<file path="src/sv/lzwe_pkg.sv">
// Shared types and constants for the LZW byte encoder.
`timescale 1ns / 1ps
`default_nettype none

package lzwe_pkg;

    localparam int BYTE_W        = 8;
    localparam int CODE_FIELD_W  = 12;
    localparam int ROOT_CODES    = 256;
    localparam int DICT_SIZE_DEF = 4096;
    localparam int CODE_BITS_DEF = 12;

    typedef enum logic [2:0] {
        S_IDLE,
        S_HEAD,
        S_WALK,
        S_MISS,
        S_LINK,
        S_FLUSH
    } state_t;

    typedef struct packed {
        logic                    last;
        logic [CODE_FIELD_W-1:0] code;
    } result_t;

endpackage

`default_nettype wire

</file>
<file path="src/sv/lzwe_out_fifo.sv">
// Two-entry result queue between the encoder core and the output stream.
`timescale 1ns / 1ps
`default_nettype none

module lzwe_out_fifo (
    input  wire logic             clk,
    input  wire logic             rst_n,
    input  wire logic             push,
    input  wire lzwe_pkg::result_t push_data,
    output logic                  full,
    output logic                  out_valid,
    input  wire logic             out_ready,
    output lzwe_pkg::result_t     out_data
);

    lzwe_pkg::result_t entry_reg [2];
    logic       wr_ptr_reg, wr_ptr_next;
    logic       rd_ptr_reg, rd_ptr_next;
    logic [1:0] count_reg, count_next;
    logic       pop;

    assign full      = (count_reg == 2'd2);
    assign out_valid = (count_reg != 2'd0);
    assign out_data  = entry_reg[rd_ptr_reg];
    assign pop       = out_valid && out_ready;

    always_comb
    begin
        wr_ptr_next = wr_ptr_reg;
        rd_ptr_next = rd_ptr_reg;
        count_next  = count_reg;
        if (push)
        begin
            wr_ptr_next = !wr_ptr_reg;
        end
        if (pop)
        begin
            rd_ptr_next = !rd_ptr_reg;
        end
        if (push && !pop)
        begin
            count_next = count_reg + 2'd1;
        end
        else if (pop && !push)
        begin
            count_next = count_reg - 2'd1;
        end
    end

    always_ff @(posedge clk or negedge rst_n)
    begin
        if (!rst_n)
        begin
            wr_ptr_reg <= 1'b0;
            rd_ptr_reg <= 1'b0;
            count_reg  <= 2'd0;
        end
        else
        begin
            wr_ptr_reg <= wr_ptr_next;
            rd_ptr_reg <= rd_ptr_next;
            count_reg  <= count_next;
        end
    end

    always_ff @(posedge clk)
    begin
        if (push)
        begin
            entry_reg[wr_ptr_reg] <= push_data;
        end
    end

endmodule

`default_nettype wire
</file>
<file path="config.mk">
export PLATFORM = sky130hd
export DESIGN_NAME = lzwe_out_fifo
export DESIGN_NICKNAME = d
export VERILOG_FILES = /design/src/sv/lzwe_pkg.sv /design/src/sv/lzwe_out_fifo.sv
export SDC_FILE = /design/constraint.sdc
export NUM_CORES = 1
export LEC_CHECK = 0
export BUFFER_PORTS_ARGS = -buffer_cell sky130_fd_sc_hd__buf_2
export CORE_MARGIN = 1
export CORE_UTILIZATION = 45
export CTS_BUF_LIST = sky130_fd_sc_hd__clkbuf_4 sky130_fd_sc_hd__clkbuf_8
export DETAILED_ROUTE_END_ITERATION = 16
export HOLD_SLACK_MARGIN = 0.06
export PLACE_DENSITY = 0.84
export SLEW_MARGIN = 15
export SYNTH_ARGS = -nofsm -noshare
export SYNTH_HDL_FRONTEND = slang
export SYNTH_SLANG_ARGS = --single-unit
</file>
<file path="constraint.sdc">
create_clock -name clk -period 1.5 [get_ports clk]
set_input_delay 0.15 -clock clk [delete_from_list [all_inputs] [get_ports clk]]
set_output_delay 0.15 -clock clk [all_outputs]
set_load 0.01 [all_outputs]
</file>
==> flow_metrics.tcl <==
set metrics [dict create \
    antenna_found_initial 0 \
    met1Wirelength_um 804 \
    dieArea_sq_um 2720 \
    cp_max_fo 9 \
    final_hold_viol_count 0 \
    diodes 0 \
    ys_types 12 \
    drt-initial-drc-count 5 \
    grt_first_pass_wirelength_um 2880 \
    fin_crit_sh_pct 98.4 \
    synth_largest_area_cell "edfxtp_1" \
    cp-start-kind "flip-flop" \
    initial_core_util_pct 49.3 \
    fmax_mhz 677 \
    vias 688 \
    core_area_sq_um 2300 \
    worst_setup_path_end_kind "output pin" \
    peakVddDrop_v 0.00112 \
    htreeDepth 2 \
    wl_per_cell_um 14.1 \
    dr.pass1.iters 3 \
    wirelength_um 2020 \
    grt_start_max_net_pins 10 \
    yosys.area.top_type_share_pct 69.0 \
    largest_reg_flops 26 \
    wl_met2_um 1120 \
    layout.nets 132 \
    maxCapViolCount 0 \
    top_layer_used "met4" \
    rsz0062_at_grt "yes" \
    grt_pass1_vias 662 \
    power_density_nw_per_um2 1670 \
    io_buffer_count 31 \
    ios 32 \
    finalClockSkew_ps 11.3 \
    critical-path-top-delay-family "flip-flops" \
    syn_to_final_growth_pct 41.2 \
    wl_met3_um 81 \
    final_cell_mix "27 x buf_2, 26 x edfxtp_1, 15 x dlygate4sd3_1" \
    post-route-drc-count 0 \
    hp-class "primary input to flip-flop" \
    p_leak_nw 0.648 \
    cts_tree "yes" \
    tightestPinTransition_ps 211 \
    grt_remaining_overflow 0 \
    postRouteAntennaNets 0 \
    die_y_um 52.2 \
    arrival_ps 1330 \
    rows 17 \
    status "finished, final reports clean" \
    grtUsageTotal_pct 16.2 \
    dpl.hpwl_um 1290 \
    slew_viol_final 0 \
    die_w_um 52.2 \
    clk_path_buf_depth 2 \
    crit_chain "buf_6, mux2_2, buf_2" \
    avgSynthCellArea_sq_um 20.2 \
    synthTopCellsByArea "edfxtp_1 69%, mux2_2 13%, dfrtp_1 8.8%" \
    layout_commonest_cell "buf_2" \
    synthCells 56 \
    finalPower_mw 2.68 \
    yosysWarnings 0 \
    slowest_delay_ps 380 \
    period_needed_ps 1480 \
    cp_num_buf_inv 2 \
    root_buffer "clkbuf_4" \
    finalCoreUtilization_pct 69.6 \
    cts.sinks 30 \
    worstPathRequired_ps 1350 \
    ys_ff_latch 30 \
    setup_viol 0 \
    slew_headroom_pct 85.9 \
    vias_per_cell 4.81 \
    layout-drive-gt1-share_pct 52.2 \
    critPathSlowestCell "dfrtp_1" \
    yosysSeqAreaShare_pct 77.8 \
    insertion_delay_ps 320 \
    worstSetupPathType "flip-flop to output pin" \
    clk_pin_slew_ps 80 \
    mappedNetlistNets 74 \
    place_congestion 0.554 \
    cts_buffers 5 \
    syn_area_sq_um 1130 \
]
through the flow:
step | instance area [sq um] | setup TNS [ps] | hold WS, ps | instances | setup WS (ps)
after detailed placement | 1350 | 0 | -39.2 | 119 | 76.1
after floorplan | 1130 | 0 | -146 | 56 | 109
after global placement | 1350 | 0 | -43.9 | 119 | 153
final | 1600 | 0 | 107 | 143 | 23.9
after CTS | 1570 | 0 | 91.7 | 143 | 2.69
after global routing | 1600 | -432 | 98.6 | 143 | -43.4
cells by family after synthesis:
family	synth area share (%)
mux	12.9
xor+xnor	3.87
fa+ha+maj	1.10
flops	77.8
simple gates	3.32
buf+inv	0.994
power by group:
group	leakage, nW	switching [mW]	total (mW)	internal (mW)
clock network	0.0368	0.240	0.481	0.241
logic	0.321	0.437	0.986	0.549
registers	0.291	0.0849	1.21	1.13
total	0.648	0.762	2.68	1.92
routing by layer:
metal,vias to the layer above,GRT usage (%)
met3,2,7.02
met4,0,7.89
met5,-,0
li1,328,-
met1,340,16.7
met2,18,28.0
worst reg2reg max path, cell delays in order, from the launching register on:
cell	delay [ps]
dfrtp_1	430
or2_4	270
nand2_2	90
ha_1	250
nor2_1	140
xor2_1	160
synth_stat cells, drive strengths merged:
library cell and number:
ha 1, nand2 1, nor2 1, nor2b 2, edfxtp 26, buf 1
and2 1, or2 1, xor2 3, dfrtp 4, xnor2 2, mux2 13
path summary, 6_finish.rpt:
kind,startpoint,end,slack (ps),cells past startpoint
hold / removal,out_ready,rd_ptr_reg$_DFFE_PN0P_,110,3
setup / recovery,rd_ptr_reg$_DFFE_PN0P_,out_data[8],20,3
min in group asynchronous,rst_n,wr_ptr_reg$_DFFE_PN0P_,160,2
setup reg to reg,count_reg[0]$_DFFE_PN0P_,count_reg[1]$_DFFE_PN0P_,80,5
hold reg to reg,wr_ptr_reg$_DFFE_PN0P_,wr_ptr_reg$_DFFE_PN0P_,500,1
max in group asynchronous,rst_n,count_reg[0]$_DFFE_PN0P_,1230,2
area by class of cell:
| class | count | area [sq um] |
|---|---|---|
| sequential | 30 | 881 |
| multi-input combinational | 25 | 244 |
| timing repair buffer | 52 | 379 |
| tap | 28 | 35.0 |
| fill | 158 | 698 |
| clock buffer | 8 | 60.1 |
timing repair:
action	in CTS	in global routing
resized for setup	1	5
hold buffers	15	0
endpoints found under the hold margin	31	0
setup buffers	1	0
setup endpoints to repair	8	13
(Power assumes the default switching activity.)
